File: config.mk
export PLATFORM = sky130hd
export DESIGN_NAME = lkvt_ram
export DESIGN_NICKNAME = d
export VERILOG_FILES = /design/src/rtl/core/lkvt_ram.sv
export SDC_FILE = /design/constraint.sdc
export NUM_CORES = 2
export LEC_CHECK = 0
export ABC_AREA = 0
export BUFFER_PORTS_ARGS = -buffer_cell sky130_fd_sc_hd__buf_2
export CAP_MARGIN = 20
export CORE_UTILIZATION = 45
export CTS_BUF_LIST = sky130_fd_sc_hd__clkbuf_8
export DETAILED_ROUTE_END_ITERATION = 8
export GPL_ROUTABILITY_DRIVEN = 0
export PLACE_DENSITY_LB_ADDON = 0.1
export SYNTH_ARGS = -nofsm -noshare
export SYNTH_HDL_FRONTEND = slang
export SYNTH_SLANG_ARGS = --single-unit
File: constraint.sdc
create_clock -name clk_i -period 7.5 [get_ports clk_i]
set_input_delay 1.5 -clock clk_i [delete_from_list [all_inputs] [get_ports clk_i]]
set_output_delay 1.5 -clock clk_i [all_outputs]
set_load 0.01 [all_outputs]
File: src/rtl/core/lkvt_ram.sv
// Generic simple dual-port RAM: one write port, one read port, registered read.
`timescale 1ns / 1ps

module lkvt_ram #(
  parameter int Width = 64,
  parameter int Depth = 64
) (
  input  logic                                  clk_i,
  input  logic                                  we_i,
  input  logic [((Depth > 1) ? $clog2(Depth) : 1)-1:0] waddr_i,
  input  logic [Width-1:0]                      wdata_i,
  input  logic [((Depth > 1) ? $clog2(Depth) : 1)-1:0] raddr_i,
  output logic [Width-1:0]                      rdata_o
);

  logic [Width-1:0] mem [Depth];
  logic [Width-1:0] rdata_q;

  always_ff @(posedge clk_i) begin
    if (we_i) begin
      mem[waddr_i] <= wdata_i;
    end
    rdata_q <= mem[raddr_i];
  end

  assign rdata_o = rdata_q;

endmodule

### Word level (Yosys, flattened, before mapping)

Memories as Yosys holds them, arrays and structs flattened. A register that Yosys moved wholly into a read port is not among the register bits.
Cells that the tools add are included.

| storage, ports and cells | value |
|---|---|
| input bits | 78 |
| memories kept | 1 |
| RAM bits | 4,096 |
| bits in registers | 0 |
| latch bits | 0 |
| bits in read-only memories | 0 |
| logic and storage cells | 3 |

Memory list:

| name | depth | bits a word | read ports | clocked after Yosys merged registers in | write ports | line | source |
|---|---|---|---|---|---|---|---|
| mem | 64 | 64 | 1 | 1 | 1 | 16 | `logic [Width-1:0] mem [Depth];` |

| cells by class | value |
|---|---|
| bitwise gates (word level) | 0 |
| equality and inequality tests | 0 |
| multipliers | 0 |
| $add $sub $neg | 0 |
| order comparisons | 0 |
| shift operators | 0 |
| div/mod/pow operators | 0 |
| reduce and logical (&&, ||, !) cells | 0 |
| mux-type cells | 2 |

Operator list:

| cell | count |
|---|---|
| 1-bit 2-to-1 mux | 2 |

### Depth between registers and ports, before layout

| logic depth | value |
|---|---|
| depth after elaboration | 2 |
| gate-level depth with buffers | 9 |
| gate-level depth less buffers | 5 |

### Worst setup path before layout

Ideal clock, no wire load.

| timing | value |
|---|---|
| path type | input to register |
| from | in waddr_i[3] (netlist name) |
| to | mem mem[48][0] (enable) |
| setup time | 0.564 ns |
| data arrival time | 6.372 ns |
| cell stages on the path | 4 |
| data required time | 6.936 ns |
| setup slack | 0.564 ns |
| path through | clkbuf_1 -> nor2b_1 -> nand4b_1 -> nor3_1 |

RTL lines:

| element | line | source |
|---|---|---|
| start, declared | 10 | `input logic [((Depth > 1) ? $clog2(Depth) : 1)-1:0] waddr_i,` |
| end, declared | 16 |  |

No word-level cell before the write port.

### Worst setup path after layout

| timing | value |
|---|---|
| from | reg rdata_q[15] (netlist: rdata_o[15]) (read register of mem) |
| to | out rdata_o[15] |

RTL lines:

| element | line | source |
|---|---|---|
| start, declared | 17 | `logic [Width-1:0] rdata_q;` |
| end, declared | 13 | `output logic [Width-1:0] rdata_o` |

No word-level cell between the ends.

==> impl_metrics.csv <==
group,metric,value,unit
status,status,"complete, no violations",
logic_synthesis,ys_seq_area_share,79.49,%
timing,period_needed,3.688,ns
finish,regArea,124300,sq um
grt,grt.busiest_layer,"met2",
grt,grt_max_degree,113,
setup_path,path_cells,"buf_2",
routing,ant_nets,0,
timing,rsz0062_at_grt,"false",
grt,grt_util_met2,41.89,%
grt,use_met3,4.522,%
floorplanning,ios,142,
logic_synthesis,synthFlopType,"edfxtp_1",
grt,grt_util_met1,37.82,%
setup_path,worstSetupEndpointType,"primary output",
grt,grt_pass1_vias,78130,
run,cap_violations,0,
floorplanning,start_util,45.20,%
logic_synthesis,synth_top_area_share,78.67,%
clock_tree,cts_buffer_depth,4,
floorplanning,rows,216,
grt,grt_pass1_wl,631000,um
setup_path,worstSetupPathType,"flip-flop to primary output",
setup_path,start_kind,"flip-flop",
setup_path,worst_ep_required_time,6.00,ns
setup_path,r2r_cells,5,
setup_path,cp_top_family,"flip-flops",
clock_tree,cts_tree,"yes",
logic_synthesis,synth_area_leaders,"edfxtp_1, mux4_2, mux2i_1",
finish,layout.cells.non_filler,12480,
timing,setup_viol,0,
clock_tree,clk_pin_slew,0.06,ns
floorplanning,fp.dieH,591.4,um
clock_tree,holdBufCountCts,0,
logic_synthesis,syn_avg_cell_area,23.70,sq um
clock_tree,cts_setup_buffers,0,
logic_synthesis,synth-edff-count,4096,
clock_tree,clkSinkCount,4160,
timing,setup_tns,0,ns
grt,grtUsageTotal,26.24,%
timing,tightest_slew,1.226,ns
clock_tree,clock-root-buffer,"clkbuf_8",
setup_path,cp_num_cells,1,
clock_tree,clk-insertion-delay-late,1.21,ns
placement,portBuffers,141,
timing,fmaxAchievable,0.2711,GHz
logic_synthesis,ys_ff_latch,4160,
routing,vias,76510,
routing,drc_errors,0,
timing,maxSlewHeadroom,18.07,%
power_and_ir_drop,power.density,261.1,nW/um^2
routing,avgRoutedWirePerCell,36.84,um
clock_tree,h-tree-depth,6,
grt,overflow,0,
logic_synthesis,syn-cell-area,156300,sq um
routing,wirelength,459800,um
worst_hold_path,holdPathStages,1,
finish,nets,7405,
floorplanning,die_w,591.4,um
timing,final_hold_viol_count,0,
logic_synthesis,synth-async-reset-ratio,0,%
clock_tree,cts_resized,0,
floorplanning,coreArea,345900,sq um
timing,skew,0.03935,ns
setup_path,crit_buf_inv,1,
logic_synthesis,synth_cells,6598,
timing,finalMaxSlewViolations,0,
worst_hold_path,hp-class,"input pin to flip-flop",
power_and_ir_drop,ir_drop,0.2156,mV
setup_path,crit_path_max_fanout,2,
logic_synthesis,synth_top_cell_by_area,"edfxtp_1",
finish,multi_input_area,30790,sq um
placement,placed_cells,11180,
finish,drive_above_1_share,30.25,%
timing,final.period_utilization,49.18,%
placement,post-dp-hpwl,243100,um
routing,vias_per_cell,6.130,
power_and_ir_drop,p_leak,56.22,nW
logic_synthesis,synth_nets,6676,
setup_path,crit_slowest_cell,"dfxtp_1",
logic_synthesis,ys_warn_count,0,
finish,area_growth,13.43,%
setup_path,critPathArrivalTime,2.19,ns
routing,drt_iter0_markers,9178,
grt,antenna_found_initial,42,
floorplanning,die_area,349800,sq um
logic_synthesis,yosysUniqueCellTypes,33,
routing,first_pass_iters,6,
setup_path,cpPeakStageDelay,0.71,ns
clock_tree,cts_buffers,680,
finish,fillers,27350,
## final timing paths
check              start     endpoint  slack, ns
min          wdata_i[24]  mem[40][24]       0.58
max reg2reg  mem[12][18]  rdata_o[18]       5.34
max          rdata_o[15]  rdata_o[15]       3.81
min reg2reg  mem[55][42]  rdata_o[42]       0.84
## cells in the final DEF (no fill, tap or decap), types with 19 or more instances in the layout
| master | instances |
|---|---|
| and3_1 | 64 |
| buf_2 | 138 |
| inv_1 | 275 |
| a22oi_1 | 168 |
| or2_2 | 28 |
| dfxtp_1 | 64 |
| a41oi_1 | 26 |
| a2bb2oi_1 | 19 |
| nor2b_1 | 24 |
| nand2_1 | 54 |
| a22o_1 | 88 |
| o22ai_1 | 83 |
| clkbuf_8 | 730 |
| a211oi_1 | 61 |
| mux4_2 | 1024 |
| clkinv_1 | 142 |
| or3_1 | 29 |
| clkinv_2 | 54 |
| nor2_4 | 65 |
| diode_2 | 30 |
| o221ai_1 | 38 |
| mux2i_1 | 135 |
| nand3_1 | 45 |
| buf_4 | 179 |
| nor2_1 | 47 |
| edfxtp_1 | 4096 |
| buf_12 | 93 |
## cells by family after synthesis
group	share of synthesized area, %
flip-flops	79.49
multiplexers	15.61
buffers and inverters	1.180
AND/OR/NAND/NOR	1.240
AO/OA/AOI/OAI	2.477
## cells in the mapped netlist (18+ instances only)
library cell / instances
a211oi_1: 63
buf_2: 170
a22o_1: 88
o22ai_1: 83
nor2b_1: 28
dfxtp_1: 64
nand2_1: 58
or3_1: 29
buf_4: 34
o221ai_1: 38
and3_1: 64
a41oi_1: 26
inv_1: 19
edfxtp_1: 4096
or2_2: 28
clkbuf_1: 140
a2bb2oi_1: 19
mux2i_1: 135
nand3_1: 45
a22oi_1: 168
nor2_1: 112
buf_1: 20
a31oi_1: 18
mux4_2: 1024
## routing by layer
layer,vias up,wire length [um]
met5,-,43
met4,8,10330
met3,595,34290
met2,3259,220300
met1,42520,194800
li1,30140,-
## cell type report
type	count	area share, %
diodes	30	0.04233
multi-input cells	2049	17.36
flip-flops and latches	4160	70.08
clock buffers	730	5.665
well taps	4578	3.230
repair buffers	417	2.292
inverters	19	0.04022
clock inverters	499	1.288
## power by group
| group | leakage (nW) | switching [W] | internal (W) |
|---|---|---|---|
| clock | 7.25 | 0.00904 | 0.00911 |
| sequential | 37.4 | 0.000132 | 0.0257 |
| combinational | 11.6 | 0.00143 | 0.000848 |
| total | 56.2 | 0.0106 | 0.0357 |
## sequential cells by signal, indices dropped and copies added, names as in the netlist
name / flops
mem: 4096
rdata_o: 64
## per-stage QoR
step	total power (W)	util [%]	hold slack, ns	setup slack, ns	cell area [sq um]
4_1_cts	0.04670	51.01	0.6156	3.694	176500
6_report	0.04631	51.26	0.5813	3.812	177300
2_1_floorplan	0.02750	-	0.7878	0.5640	156300
3_3_place_gp	0.02860	47.40	0.8143	2.731	164000
5_1_grt	0.04777	51.25	0.5474	3.806	177300
3_5_place_dp	0.02864	47.45	0.8243	2.702	164100
Note: power is estimated with default switching activity, not from simulation.
