--- config.mk ---
export PLATFORM = sky130hd
export DESIGN_NAME = lkvt_seq
export DESIGN_NICKNAME = d
export VERILOG_FILES = /design/src/rtl/core/lkvt_pkg.sv /design/src/rtl/core/lkvt_seq.sv
export SDC_FILE = /design/constraint.sdc
export NUM_CORES = 1
export LEC_CHECK = 0
export ABC_CLOCK_PERIOD_IN_PS = 8100
export BUFFER_PORTS_ARGS = -buffer_cell sky130_fd_sc_hd__buf_4
export CORE_AREA = 5 5 186 188
export DETAILED_ROUTE_END_ITERATION = 8
export DIE_AREA = 0 0 191 193
export PLACE_DENSITY = 0.65
export SETUP_SLACK_MARGIN = 0.5
export SLEW_MARGIN = 40
export SYNTH_ARGS = -nofsm -noshare
export SYNTH_HDL_FRONTEND = slang
export SYNTH_SLANG_ARGS = --single-unit
--- constraint.sdc ---
create_clock -name clk_i -period 8.1 [get_ports clk_i]
set_clock_uncertainty 0.05 [all_clocks]
set_input_delay 0.405 -clock clk_i [delete_from_list [all_inputs] [get_ports clk_i]]
set_output_delay 0.405 -clock clk_i [all_outputs]
set_load 0.02 [all_outputs]
--- src/rtl/core/lkvt_pkg.sv ---
// Shared types, sizes and command/status codes for the linear key/value table.
`timescale 1ns / 1ps

package lkvt_pkg;

  // Table geometry.
  localparam int TABLE_DEPTH = 64;
  localparam int KEY_BITS    = 64;
  localparam int VALUE_BITS  = 64;

  // Internal index and count widths follow the depth.
  localparam int IDX_W = (TABLE_DEPTH > 1) ? $clog2(TABLE_DEPTH) : 1;
  localparam int CNT_W = $clog2(TABLE_DEPTH + 1);
  localparam int CMP_W = CNT_W + 1;

  // Fixed port widths.
  localparam int CMD_W       = 2;
  localparam int STATUS_W    = 2;
  localparam int KEY_PORT_W  = 64;
  localparam int VAL_PORT_W  = 64;
  localparam int INDEX_W     = 6;
  localparam int COUNT_W     = 7;

  // Commands.
  localparam logic [CMD_W-1:0] CMD_INSERT = 2'd0;
  localparam logic [CMD_W-1:0] CMD_UPDATE = 2'd1;
  localparam logic [CMD_W-1:0] CMD_DELETE = 2'd2;
  localparam logic [CMD_W-1:0] CMD_SEARCH = 2'd3;

  // Result status codes.
  localparam logic [STATUS_W-1:0] ST_DONE    = 2'd0;
  localparam logic [STATUS_W-1:0] ST_MISSING = 2'd1;
  localparam logic [STATUS_W-1:0] ST_PRESENT = 2'd2;
  localparam logic [STATUS_W-1:0] ST_FULL    = 2'd3;

  // Memory access request from the sequencer.
  typedef struct packed {
    logic                  key_we;
    logic                  val_we;
    logic [IDX_W-1:0]      waddr;
    logic [IDX_W-1:0]      raddr;
    logic [KEY_BITS-1:0]   wkey;
    logic [VALUE_BITS-1:0] wval;
  } mem_req_t;

  // One result beat.
  typedef struct packed {
    logic [STATUS_W-1:0]   status;
    logic [IDX_W-1:0]      index;
    logic [VALUE_BITS-1:0] value;
    logic [CNT_W-1:0]      count;
  } res_t;

endpackage

--- src/rtl/core/lkvt_seq.sv ---
// Command sequencer: scans the key memory, applies the command and shifts on delete.
`timescale 1ns / 1ps

module lkvt_seq (
  input  logic                                clk_i,
  input  logic                                rst_ni,
  input  logic                                in_valid_i,
  output logic                                in_stall_o,
  input  logic [lkvt_pkg::CMD_W-1:0]          cmd_i,
  input  logic [lkvt_pkg::KEY_BITS-1:0]       key_i,
  input  logic [lkvt_pkg::VALUE_BITS-1:0]     value_i,
  input  logic [lkvt_pkg::KEY_BITS-1:0]       key_rdata_i,
  input  logic [lkvt_pkg::VALUE_BITS-1:0]     val_rdata_i,
  output lkvt_pkg::mem_req_t                  mem_o,
  output logic                                res_valid_o,
  output lkvt_pkg::res_t                      res_o,
  input  logic                                res_take_i
);

  localparam int IdxW = lkvt_pkg::IDX_W;
  localparam int CntW = lkvt_pkg::CNT_W;
  localparam int CmpW = lkvt_pkg::CMP_W;

  localparam logic [2:0] S_IDLE   = 3'd0;
  localparam logic [2:0] S_SCAN   = 3'd1;
  localparam logic [2:0] S_ACT    = 3'd2;
  localparam logic [2:0] S_SHIFT  = 3'd3;
  localparam logic [2:0] S_FINISH = 3'd4;

  logic [2:0]                          state_q, state_d;
  logic [lkvt_pkg::CMD_W-1:0]          cmd_q, cmd_d;
  logic [lkvt_pkg::KEY_BITS-1:0]       key_q, key_d;
  logic [lkvt_pkg::VALUE_BITS-1:0]     val_q, val_d;
  logic [lkvt_pkg::VALUE_BITS-1:0]     hitval_q, hitval_d;
  logic [CntW-1:0]                     count_q, count_d;
  logic [IdxW-1:0]                     ptr_q, ptr_d;
  logic                                hit_q, hit_d;
  logic [lkvt_pkg::STATUS_W-1:0]       status_q, status_d;
  logic [IdxW-1:0]                     index_q, index_d;
  logic [lkvt_pkg::VALUE_BITS-1:0]     rval_q, rval_d;

  logic [CmpW-1:0] ptr_ext;
  logic [CmpW-1:0] cnt_ext;

  assign ptr_ext = CmpW'(ptr_q);
  assign cnt_ext = CmpW'(count_q);

  always_ff @(posedge clk_i or negedge rst_ni) begin
    if (!rst_ni) begin
      state_q <= S_IDLE;
      count_q <= '0;
    end else begin
      state_q <= state_d;
      count_q <= count_d;
    end
  end

  always_ff @(posedge clk_i) begin
    cmd_q    <= cmd_d;
    key_q    <= key_d;
    val_q    <= val_d;
    hitval_q <= hitval_d;
    ptr_q    <= ptr_d;
    hit_q    <= hit_d;
    status_q <= status_d;
    index_q  <= index_d;
    rval_q   <= rval_d;
  end

  always_comb begin
    state_d  = state_q;
    cmd_d    = cmd_q;
    key_d    = key_q;
    val_d    = val_q;
    hitval_d = hitval_q;
    count_d  = count_q;
    ptr_d    = ptr_q;
    hit_d    = hit_q;
    status_d = status_q;
    index_d  = index_q;
    rval_d   = rval_q;

    mem_o.key_we = 1'b0;
    mem_o.val_we = 1'b0;
    mem_o.waddr  = ptr_q;
    mem_o.raddr  = IdxW'(ptr_ext + CmpW'(1));
    mem_o.wkey   = key_q;
    mem_o.wval   = val_q;

    unique case (state_q)
      S_IDLE: begin
        mem_o.raddr = '0;
        if (in_valid_i) begin
          cmd_d = cmd_i;
          key_d = key_i;
          val_d = value_i;
          ptr_d = '0;
          hit_d = 1'b0;
          // Empty table: nothing to scan.
          state_d = (count_q == '0) ? S_ACT : S_SCAN;
        end
      end

      S_SCAN: begin
        if (key_rdata_i == key_q) begin
          hit_d    = 1'b1;
          hitval_d = val_rdata_i;
          state_d  = S_ACT;
        end else if (ptr_ext + CmpW'(1) == cnt_ext) begin
          hit_d   = 1'b0;
          state_d = S_ACT;
        end else begin
          ptr_d = IdxW'(ptr_ext + CmpW'(1));
        end
      end

      S_ACT: begin
        status_d = lkvt_pkg::ST_DONE;
        index_d  = ptr_q;
        rval_d   = '0;
        state_d  = S_FINISH;
        unique case (cmd_q)
          lkvt_pkg::CMD_INSERT: begin
            if (hit_q) begin
              status_d = lkvt_pkg::ST_PRESENT;
            end else if (cnt_ext == CmpW'(lkvt_pkg::TABLE_DEPTH)) begin
              status_d = lkvt_pkg::ST_FULL;
              index_d  = '0;
            end else begin
              mem_o.key_we = 1'b1;
              mem_o.val_we = 1'b1;
              mem_o.waddr  = IdxW'(count_q);
              index_d      = IdxW'(count_q);
              count_d      = CntW'(cnt_ext + CmpW'(1));
            end
          end
          lkvt_pkg::CMD_UPDATE: begin
            if (!hit_q) begin
              status_d = lkvt_pkg::ST_MISSING;
              index_d  = '0;
            end else begin
              mem_o.val_we = 1'b1;
            end
          end
          lkvt_pkg::CMD_SEARCH: begin
            if (!hit_q) begin
              status_d = lkvt_pkg::ST_MISSING;
              index_d  = '0;
            end else begin
              rval_d = hitval_q;
            end
          end
          lkvt_pkg::CMD_DELETE: begin
            if (!hit_q) begin
              status_d = lkvt_pkg::ST_MISSING;
              index_d  = '0;
            end else if (ptr_ext + CmpW'(1) < cnt_ext) begin
              // Fetch the record after the match; raddr default is ptr+1.
              state_d = S_SHIFT;
            end else begin
              count_d = CntW'(cnt_ext - CmpW'(1));
            end
          end
          default: begin
            status_d = lkvt_pkg::ST_MISSING;
          end
        endcase
      end

      S_SHIFT: begin
        // Move record ptr+1 (read last cycle) down into ptr.
        mem_o.key_we = 1'b1;
        mem_o.val_we = 1'b1;
        mem_o.wkey   = key_rdata_i;
        mem_o.wval   = val_rdata_i;
        if (ptr_ext + CmpW'(2) < cnt_ext) begin
          mem_o.raddr = IdxW'(ptr_ext + CmpW'(2));
          ptr_d       = IdxW'(ptr_ext + CmpW'(1));
        end else begin
          count_d = CntW'(cnt_ext - CmpW'(1));
          state_d = S_FINISH;
        end
      end

      S_FINISH: begin
        if (res_take_i) begin
          state_d = S_IDLE;
        end
      end

      default: begin
        state_d = S_IDLE;
      end
    endcase
  end

  assign in_stall_o  = (state_q != S_IDLE);
  assign res_valid_o = (state_q == S_FINISH);

  assign res_o.status = status_q;
  assign res_o.index  = index_q;
  assign res_o.value  = rval_q;
  assign res_o.count  = count_q;

endmodule

## After elaboration in Yosys (flattened, before gate mapping)

Index checks and enable logic that the tools add are counted.

- Add/subtract/negate cells: 4
- $lt $le $gt $ge: 2
- Equality and inequality tests: 22
- Muxes and demuxes: 45
- Reduce and logical (&&, ||, !) cells: 15

Operator list:

| kind | count |
|---|---|
| 2-to-1 mux 128 bit | 1 |
| == test 64 bit | 1 |
| 2-to-1 mux 6 bit | 10 |
| 2-to-1 mux 7 bit | 5 |
| one-hot mux 7 bit (2 select lines) | 2 |
| 2-to-1 mux 3 bit | 8 |
| one-hot mux 6 bit (2 select lines) | 2 |
| one-hot mux 6 bit (3 select lines) | 1 |
| < comparator 8 x 7 -> 1 bit | 2 |
| 2-to-1 mux 8 bit | 2 |
| != test 3 bit (second input constant) | 5 |
| one-hot mux 3 bit (5 select lines) | 1 |
| != test 2 bit (second input constant) | 5 |
| == test 8 x 7 -> 1 bit | 1 |
| one-hot mux 2 bit (2 select lines) | 2 |
| adder 6 x 1 -> 7 bit (second input constant) | 1 |
| adder 6 x 2 -> 7 bit (second input constant) | 1 |
| adder 7 x 1 -> 7 bit (second input constant) | 1 |
| == test 7 bit (second input constant) | 1 |
| logical NOT 7 bit | 1 |
| AND reduction 7 bit | 1 |
| subtractor 7 x 1 -> 7 bit (second input constant) | 1 |
| == test 3 x 2 -> 1 bit (second input constant) | 2 |
| 2-to-1 mux 1 bit | 6 |
| other kinds (17) | 25 |

- Register bits after elaboration: 283
- Output and inout bits: 223

## Longest topological paths before layout

Gate-level depths: netlist of the first run.

- Word-level depth: 6
- Gate-level depth with buffers: 11
- Mapped depth without buffers: 11

## Worst setup path after synthesis of the first run

Ideal clock, no wire load.

- Path type: register -> register
- Start: register state_q[1]
- End: register state_q[0]
- Library setup time: 0.108 ns
- Arrival time: 7.510 ns
- Path slack: 0.431 ns
- Stages on the path, launching flop included: 7
- Buffers on the path: 2
- Period minus slack after synthesis: 7.669 ns
- Cell sequence: dfrtp_1 > clkbuf_1 > or3_1 > clkbuf_1 > nor2_1 > o21ai_0 > o2111ai_1

- Word-level cells in the longest chain between the ends: 3

RTL lines:

| what | line | text |
|---|---|---|
| from (decl) | lkvt_seq.sv:30 | `logic [2:0] state_q, state_d;` |
| from (signal assigned) | lkvt_seq.sv:53 | `state_q <= state_d;` |
| == test 3 x 1 -> 1 bit (tied with other cells) | lkvt_seq.sv:90 | `unique case (state_q)` |
| != test 3 bit (no source line) (tied with other cells) | - |  |
| AND reduction 4 bit (no source line) | - |  |

Several ways; a longest one is shown, not always the timed one.
A chain may end at the register's enable or synchronous reset.

==> results of run 1 <==
[cell usage after synthesis (all sizes together) (6+ instances only)]
library cell,n,share of area
dfrtp,10,0.020
o31ai,6,0.0036
inv,20,0.0061
nand3,16,0.0065
xor2,68,0.048
nor2,25,0.0076
nor4,18,0.0091
nand2,412,0.12
clkbuf,41,0.013
and2,66,0.034
o21ai,15,0.0064
nand4,10,0.0050
ha,19,0.019
edfxtp,273,0.66
xnor2,10,0.0071
a21oi,11,0.0044
[metal layers]
layer,global-route usage,vias to the layer above,part of all wire
met5,0,-,0
met4,0.0771,0,0.037
met3,0.0526,92,0.077
met2,0.394,462,0.52
met1,0.241,4892,0.36
li1,-,4972,-
[how the worst max path moves through the flow]
stage	startpoint	cells past startpoint	slack (ns)	to
floorplan	key_q[22]	6	0.58	ptr_q[0]
global placement	key_rdata_i[35]	8	4.17	ptr_q[0]
detailed placement	key_rdata_i[35]	8	4.33	ptr_q[3]
CTS	ptr_q[2]	10	3.88	mem_o[129]
global route	ptr_q[2]	10	3.57	mem_o[129]
finish	ptr_q[2]	10	3.88	mem_o[131]
[power groups by stage]
stage	registers, mW	logic [mW]	clock network (mW)
after detailed placement	2.16	2.37	0
after floorplan	2.25	1.24	0
after global routing	2.16	2.64	1.50
final	2.14	2.45	1.41
after global placement	2.15	2.34	0
after CTS	2.13	2.46	1.45
[area by class of cell]
type	instances	area, µm²	area share
tap	448	561	0.0287
multi-input combinational	712	3750	0.192
sequential	283	8450	0.432
timing repair buffer	688	5700	0.292
clock buffer	40	830	0.0424
clock inverter	18	191	0.00979
inverter	20	75.1	0.00384
[registers in the layout (all words and copies together), names as in the netlist]
register,cells
ptr_q,6
hit_q,1
hitval_q,64
cmd_q,2
key_q,64
count_q,7
status_q,2
rval_q,64
state_q,3
index_q,6
val_q,64
[worst max-delay path, stage by stage, from the launching register on]
cell,delay (ns)
edfxtp_1,0.50
ha_1,0.29
nand3_1,0.11
xnor2_1,0.24
ha_1,0.29
nand4_1,0.10
a21oi_1,0.07
a2111oi_4,0.47
nand2_1,0.50
a21oi_1,0.42
buf_4,0.20
[through the flow]
| stage | utilization | power [mW] |
|---|---|---|
| 6_report | 0.593 | 5.99 |
| 5_1_grt | 0.593 | 6.31 |
| 4_1_cts | 0.593 | 6.04 |
| 3_5_place_dp | 0.503 | 4.53 |
| 3_3_place_gp | 0.501 | 4.49 |
| 2_1_floorplan | - | 3.49 |
[what timing repair did]
| action | CTS | global route |
|---|---|---|
| setup endpoints to repair | 0 | 0 |
| endpoints found under the hold margin | 204 | 0 |
| hold buffers | 195 | 0 |
[cells by family (layout without fill, tap and decap cells)]
group,Yosys count,count (layout),share of synthesized area
compound gates,47,47,0.0262
simple gates,568,568,0.198
buf+inv,65,766,0.0200
xor+xnor,78,78,0.0551
flops,283,283,0.681
fa+ha+maj,19,19,0.0192
==> results.toml, run 1 <==
[global_route]
grt_pass1_wl_um = 61300
grt-ovfl-total = 0
grt.total_usage = 0.214
grt_antenna_before_repair = 0
grt_max_degree = 94
grt_pass1_vias = 10936

[pwr]
swShare = 0.378
power.internal_mw = 3.73
cellPowerDensity_nw_per_um2 = 307
static-leakage-power_nw = 8.46
p_clk_frac = 0.235
seqPwrFrac = 0.356
combPwrFrac = 0.409
ir_drop_uv = 203
switchingPower_mw = 2.27

[sta]
worst_slew_pin_slew_ns = 0.793
rsz0062_at_grt = "no"
layout_setup_ws_ns = 3.88
min_period_over_period = 0.520
finalHoldViolations = 0
fmax_ghz = 0.237
setup_tns_ns = 0
drv_slew = 0
hold_ws_ns = 0.120
setup_viol = 0
min_period_ns = 4.22
slew_headroom = 0.471

[clock_tree]
cts_root_buf = "clkbuf_16"
postCtsSetupRepairBufs = 0
cts_tree = "done"
insertion_delay_ns = 0.57
cts_resized = 0
cts_buffers = 31
htreeDepth = 1
cts.sinks = 283
ctsLongestPathBuffers = 3
clk_pin_slew_ns = 0.06

[setup_path]
crit_path_max_fanout = 18
reg2reg_depth = 7
worst_ep_required_time_ns = 7.65
timing.rr.end = "ptr_q[3]"
rrSetupSlack_ns = 4.71
crit_type = "reg -> out"
rr_startpoint = "key_q[28]"
end_kind = "output port"
arrival_ns = 3.76
start_kind = "flip-flop"

[hold_path]
hold_depth = 3
hp-start = "res_take_i"
holdPathEnd = "state_q[2]"
holdCritPathClass = "in -> reg"

[synth]
netlist-cell-type-count = 48
seq_area_frac_synth = 0.681
synth_cells = 1060
synth_area_um2 = 12400
ys_warn_count = 0
avgSynthCellArea_um2 = 11.7
async_flop_share = 0.0353
synth.ff_latch_count = 283
synth_flop_cell = "edfxtp_1"
synth_enable_flop_cells = 273
syn-num-nets = 1341

[floorplanning]
rows = 67
dieArea_um2 = 36900
die_h_um = 193
core_area_um2 = 32900
start_util = 0.376
ios = 485
die_width_um = 191

[placement]
routabilityCongestion = 0.888
post-place-ws_ns = 4.33
dp_cells = 1956
dpl.hpwl_um = 29000
placed_cell_area_um2 = 16600
io_buffer_count = 484

[flow_run]
drv_cap = 0

[detailed_routing]
vias_per_cell = 4.72
drtIter0Drc = 498
ant_nets = 0
drc = 0
avgRoutedWirePerCell_um = 18.8
drt_first_pass_iters = 6
vias = 10418
wirelength_um = 41500

[final_layout]
fillers = 2583
fin_nets = 2017
stdcell_area_um2 = 19600
layout-drive-gt1-share = 0.316
final_common_cell = "buf_4"
area_growth_pct = 57.7
final_cells = 2209
diodes = 0
layout_common_cells = "buf_4, nand2_1, edfxtp_1"

[run_status]
status = "finished, final reports clean"
Note: power is estimated with default switching activity, not from simulation.
==> inputs of run 2 (changes only) <==
- ABC_AREA: unset -> 1
- ABC_CLOCK_PERIOD_IN_PS: 8100 -> 4300
- CORE_AREA: 5 5 186 188 -> 5 5 184 186
- DIE_AREA: 0 0 191 193 -> 0 0 189 191
- PLACE_DENSITY: 0.65 -> 0.69
- clock period: 8.1 -> 4.3 ns (I/O delays scaled with it)
==> run 2 against run 1 <==
  * Cell count rose by 13%
  * Sequential power up 82%
  * Worst setup slack lost 3.1 ns
  * Clock power rose by 82%
  * Sequential share of layout area down 1.5 points
  * Non-clock buffer count is 3 higher
  * Synthesized area grew 6.4%
  * Register-to-register slack got worse by 3.5 ns
  * Via count up 13%
  * Critical path depth is 3 higher
  * Utilization up 3.7 points
  * Synthesized cell count grew 30%
  * Critical path type unchanged
  * Largest cell class unchanged
  * Largest power group unchanged
==> results.toml, run 2 <==
[run_status]
status = "finished, final reports clean"

[setup_path]
cpMostUsedCell = "nand2_1"
worst_ep_required_time_ns = 4.03
path_cells = "ha_1 > nand2_1 > nor2_1 > xor2_1 > inv_1 > ha_1 > nand2_1 > inv_1 > a221oi_2 > nand3_4 > nand2_1 > o22ai_1 > buf_4"
slowest_stage = "edfxtp_1"
timing.rr.end = "count_q[6]"
arrival_ns = 3.20
reg2reg_depth = 17
end_kind = "output port"
critPathTopFamily = "simple AND/OR/NAND/NOR gates"
start_kind = "flip-flop"
crit_type = "reg -> out"
rr_startpoint = "ptr_q[1]"
rrSetupSlack_ns = 1.20
path_buf_inv = 3
crit_path_max_fanout = 10
cpPeakStageDelay_ns = 0.46

[detailed_routing]
vias = 11764
drt_first_pass_iters = 5
drc = 0
drtIter0Drc = 804
vias_per_cell = 4.73
avgRoutedWirePerCell_um = 18.2
ant_nets = 0
wirelength_um = 45200

[synth]
yosysTopAreaCell = "edfxtp_1"
async_flop_share = 0.0353
synth.most_common_cell = "nand2_1"
synth_cells = 1373
avgSynthCellArea_um2 = 9.61
yosys.area.top_type_share = 0.621
seq_area_frac_synth = 0.640
synth_enable_flop_cells = 273
netlist-cell-type-count = 33
synth.ff_latch_count = 283
syn-num-nets = 1654
synthTopCellsByArea = "edfxtp_1, nand2_1, inv_1, nor2_1, o21ai_0"
synth_flop_cell = "edfxtp_1"
ys_warn_count = 0
netlist_top_cells_count = "nand2_1, edfxtp_1, inv_1"
synth_area_um2 = 13200

[sta]
min_period_over_period = 0.806
rsz0062_at_grt = "no"
setup_tns_ns = 0
min_period_ns = 3.47
slew_headroom = 0.490
setup_viol = 0
worst_slew_pin_slew_ns = 0.756
drv_slew = 0
fmax_ghz = 0.288
finalHoldViolations = 0

[final_layout]
final_cells = 2489
area_growth_pct = 53.5
final_common_cell = "nand2_1"
layout-drive-gt1-share = 0.273
layout_common_cells = "nand2_1, buf_4, edfxtp_1"
fillers = 2428
stdcell_area_um2 = 20300
fin_nets = 2338

[clock_tree]
htreeDepth = 1
cts_tree = "done"
cts_root_buf = "clkbuf_16"
clk_pin_slew_ns = 0.06
postCtsSetupRepairBufs = 0
cts_buffers = 30
insertion_delay_ns = 0.55
cts.sinks = 283
ctsLongestPathBuffers = 3

[global_route]
grt_pass1_vias = 12229
grt-ovfl-total = 0
grt_antenna_before_repair = 1
grt.total_usage = 0.239
grt_max_degree = 184
grt_pass1_wl_um = 67300

[pwr]
cellPowerDensity_nw_per_um2 = 573
ir_drop_uv = 410
static-leakage-power_nw = 9.51

[floorplanning]
core_area_um2 = 32100
rows = 66
start_util = 0.411
dieArea_um2 = 36100
die_h_um = 191
die_width_um = 189
ios = 485

[placement]
placed_cell_area_um2 = 17300
routabilityCongestion = 0.922
dp_cells = 2235
dpl.hpwl_um = 31700
io_buffer_count = 484

[flow_run]
drv_cap = 0

[hold_path]
holdCritPathClass = "in -> reg"
holdPathEnd = "hit_q"
hp-start = "in_valid_i"
hold_depth = 3
## run 2: how the worst max path moves through the flow
stage	start	end	slack, ns	cells past startpoint
after detailed placement	ptr_q[1]	count_q[1]	1.26	17
after floorplan	state_q[1]	cmd_q[0]	0.93	5
final	ptr_q[1]	mem_o[133]	0.83	13
after CTS	ptr_q[1]	mem_o[133]	0.82	13
after global routing	ptr_q[2]	mem_o[133]	0.56	13
after global placement	ptr_q[1]	count_q[6]	1.29	17
## run 2: worst register-to-register path: cells and delay by family (launching register included)
kind,cells,cell delay (ns)
XOR/XNOR,1,0.23
adder cells (fa/ha/maj),2,0.56
flip-flops,1,0.46
AND/OR/NAND/NOR,11,1.39
AO/OA/AOI/OAI,2,0.22
buffers and inverters,1,0.08
## run 2: layer usage
layer	wire, µm	vias up	global-route usage
met2	23100	549	0.441
met4	2230	0	0.107
met1	16100	5390	0.262
met5	0	-	0
li1	-	5720	-
met3	3910	105	0.0575
## run 2: cell type report
| type | instances | area [µm²] | area share |
|---|---|---|---|
| sequential | 283 | 8450 | 0.417 |
| timing repair buffer | 691 | 5730 | 0.283 |
| multi-input combinational | 831 | 3770 | 0.186 |
| inverter | 220 | 827 | 0.0408 |
| clock buffer | 34 | 766 | 0.0378 |
| tap | 408 | 510 | 0.0252 |
| clock inverter | 20 | 200 | 0.00988 |
| antenna | 2 | 5.00 | 0.000247 |
## run 2: what timing repair did
action | CTS | global route
hold buffers | 197 | 0
gates resized for setup | 0 | 0
endpoints found under the setup margin | 0 | 0
hold endpoints to repair | 205 | 0
## run 2: logic make-up (layout without fill, tap and decap cells)
group,Yosys count,in the layout,share of synthesized area
xor+xnor,24,24,0.0159
fa+ha+maj,19,19,0.0180
other cells,0,2,0
compound gates,109,109,0.0465
simple gates,679,679,0.203
buf+inv,259,965,0.0768
flops,283,283,0.640
## run 2: report_power, final
part	internal, mW	leakage [nW]	switching [mW]
Clock	1.51	0.469	1.06
Sequential	3.62	2.65	0.275
Combinational	1.88	6.39	3.26
Total	7.01	9.51	4.59
## run 2: through the flow
step / util / power [mW] / setup WS, ns / hold WS, ns
global placement: 0.538 / 8.85 / 1.29 / 0.00145
floorplan: - / 6.76 / 0.928 / -0.131
CTS: 0.629 / 11.6 / 0.816 / 0.0710
detailed placement: 0.538 / 8.90 / 1.26 / 0.00730
global route: 0.630 / 12.2 / 0.560 / 0.111
finish: 0.630 / 11.6 / 0.833 / 0.0890
==> inputs of run 3 (changes only) <==
- ABC_CLOCK_PERIOD_IN_PS: 4300 -> 3200
- clock period: 4.3 -> 3.2 ns (I/O delays scaled with it)
==> run 3 against run 2 <==
  * Die area unchanged
  * Cell area increased by 2.1%
  * Largest cell class unchanged
  * Global-route usage decreased by 0.090 points
  * Critical path type unchanged
  * Critical endpoint is now mem_o[129]
  * Worst setup slack got worse by 0.66 ns
  * Critical path depth unchanged
  * Total power increased by 41%
  * Highest routed layer unchanged
  * First-iteration DRC count decreased by 16%
==> results.toml, run 3 (synthesis results as in run 2) <==
[sta]
min_period_ns = 3.03
setup_viol = 0
drv_slew = 0
slew_headroom = 0.601
finalHoldViolations = 0
min_period_over_period = 0.945
rsz0062_at_grt = "yes"
worst_slew_pin_slew_ns = 0.598
fmax_ghz = 0.331

[placement]
io_buffer_count = 484
dp_cells = 2241
routabilityCongestion = 0.908
placed_cell_area_um2 = 17400
dpl.hpwl_um = 32100

[run_status]
status = "finished, final reports clean"

[floorplanning]
start_util = 0.411
die_h_um = 191
dieArea_um2 = 36100
die_width_um = 189
rows = 66
core_area_um2 = 32100
ios = 485

[global_route]
grt-ovfl-total = 0
grt_pass1_wl_um = 67500
grt_antenna_before_repair = 0
grt_pass1_vias = 12138
grt.total_usage = 0.238
grt_max_degree = 119

[setup_path]
crit_path_max_fanout = 6
crit_type = "reg -> out"
timing.rr.end = "count_q[1]"
worst_ep_required_time_ns = 2.99
worstSetupStartpoint = "ptr_q[2]"
end_kind = "output port"
arrival_ns = 2.82
crit_path_end = "mem_o[129]"
rrSetupSlack_ns = 0.50
start_kind = "flip-flop"
reg2reg_depth = 18
rr_startpoint = "ptr_q[2]"

[final_layout]
fin_nets = 2358
layout_common_cells = "buf_4, nand2_1, edfxtp_1"
final_cells = 2510
final_common_cell = "buf_4"
fillers = 2377
stdcell_area_um2 = 20700
area_growth_pct = 56.7
layout-drive-gt1-share = 0.298

[clock_tree]
htreeDepth = 1
clk_pin_slew_ns = 0.06
cts_tree = "done"
insertion_delay_ns = 0.56
ctsLongestPathBuffers = 3
cts.sinks = 283
cts_buffers = 30
cts_root_buf = "clkbuf_16"

[hold_path]
holdCritPathClass = "in -> reg"

[detailed_routing]
drt_first_pass_iters = 6
wirelength_um = 45800
vias_per_cell = 4.75
ant_nets = 0
drtIter0Drc = 676
drc = 0
avgRoutedWirePerCell_um = 18.2
vias = 11914

[pwr]
ir_drop_uv = 524
static-leakage-power_nw = 9.67
cellPowerDensity_nw_per_um2 = 792

[flow_run]
drv_cap = 0
## run 3: cell types whose count changed in the layout (fill, tap and decap cells not counted), sizes merged
cell      before  now
buf          494  512
bufinv         4    5
clkbuf        34   39
clkinv        17   11
clkinvlp       0    3
diode          2    1
nand3         17   18
## run 3: worst min path at each step
stage / from / to / slack (ns) / cells past startpoint
2_1_floorplan: rst_ni / count_q[0] / -0.19 / 0
3_3_place_gp: rst_ni / state_q[0] / -0.06 / 1
3_5_place_dp: rst_ni / state_q[0] / -0.05 / 1
4_1_cts: in_valid_i / hit_q / 0.03 / 3
5_1_grt: in_valid_i / hit_q / 0.04 / 3
6_report: in_valid_i / hit_q / 0.06 / 3
## run 3: power breakdown
group	switching, mW	internal (mW)	total [mW]
clock	1.45	2.13	3.58
sequential	0.324	4.87	5.19
combinational	4.72	2.89	7.61
total	6.50	9.88	16.4
## run 3: what timing repair did
item,in CTS,in global routing
endpoints found under the setup margin,23,48
pin swaps,6,13
hold endpoints to repair,205,0
hold buffers,197,0
gates cloned,1,2
gates resized for setup,23,32
buffers inserted,4,8
## run 3: worst max-delay path: stages, from the launching register on
cell and delay, ns:
edfxtp_1 0.41, ha_2 0.21, nand2_2 0.09, nor2_2 0.04, xor2_1 0.19, inv_1 0.11, ha_4 0.22, nand2_2 0.06
inv_2 0.05, a221oi_4 0.29, nand3_4 0.20, nand2_4 0.15, o22ai_1 0.08, buf_4 0.16
## run 3: per-stage QoR
stage | hold slack, ns | setup TNS [ns] | util | power (mW) | setup slack [ns]
2_1_floorplan | -0.186 | -8.64 | - | 9.09 | -0.0664
3_3_place_gp | -0.0561 | 0 | 0.540 | 12.0 | 0.167
3_5_place_dp | -0.0523 | 0 | 0.540 | 12.1 | 0.109
4_1_cts | 0.0308 | 0 | 0.637 | 16.1 | 0.111
5_1_grt | 0.0414 | -0.00238 | 0.644 | 17.3 | -0.00175
6_report | 0.0606 | 0 | 0.644 | 16.4 | 0.175
## run 3: layout make-up
class / instances / area, µm² / share of cell area
Inverter: 220 / 832 / 0.0402
Timing Repair Buffer: 710 / 5940 / 0.287
Sequential cell: 283 / 8450 / 0.409
Tap cell: 408 / 510 / 0.0247
Antenna cell: 1 / 2.50 / 0.000121
Clock buffer: 38 / 781 / 0.0378
Multi-Input combinational cell: 832 / 3940 / 0.190
Clock inverter: 18 / 231 / 0.0112
## run 3: layer usage
metal	track usage	wire length (µm)	up-vias
li1	-	-	5765
met2	0.437	23500	562
met3	0.0654	4100	99
met4	0.0855	1720	0
met5	0	0	-
met1	0.266	16400	5488
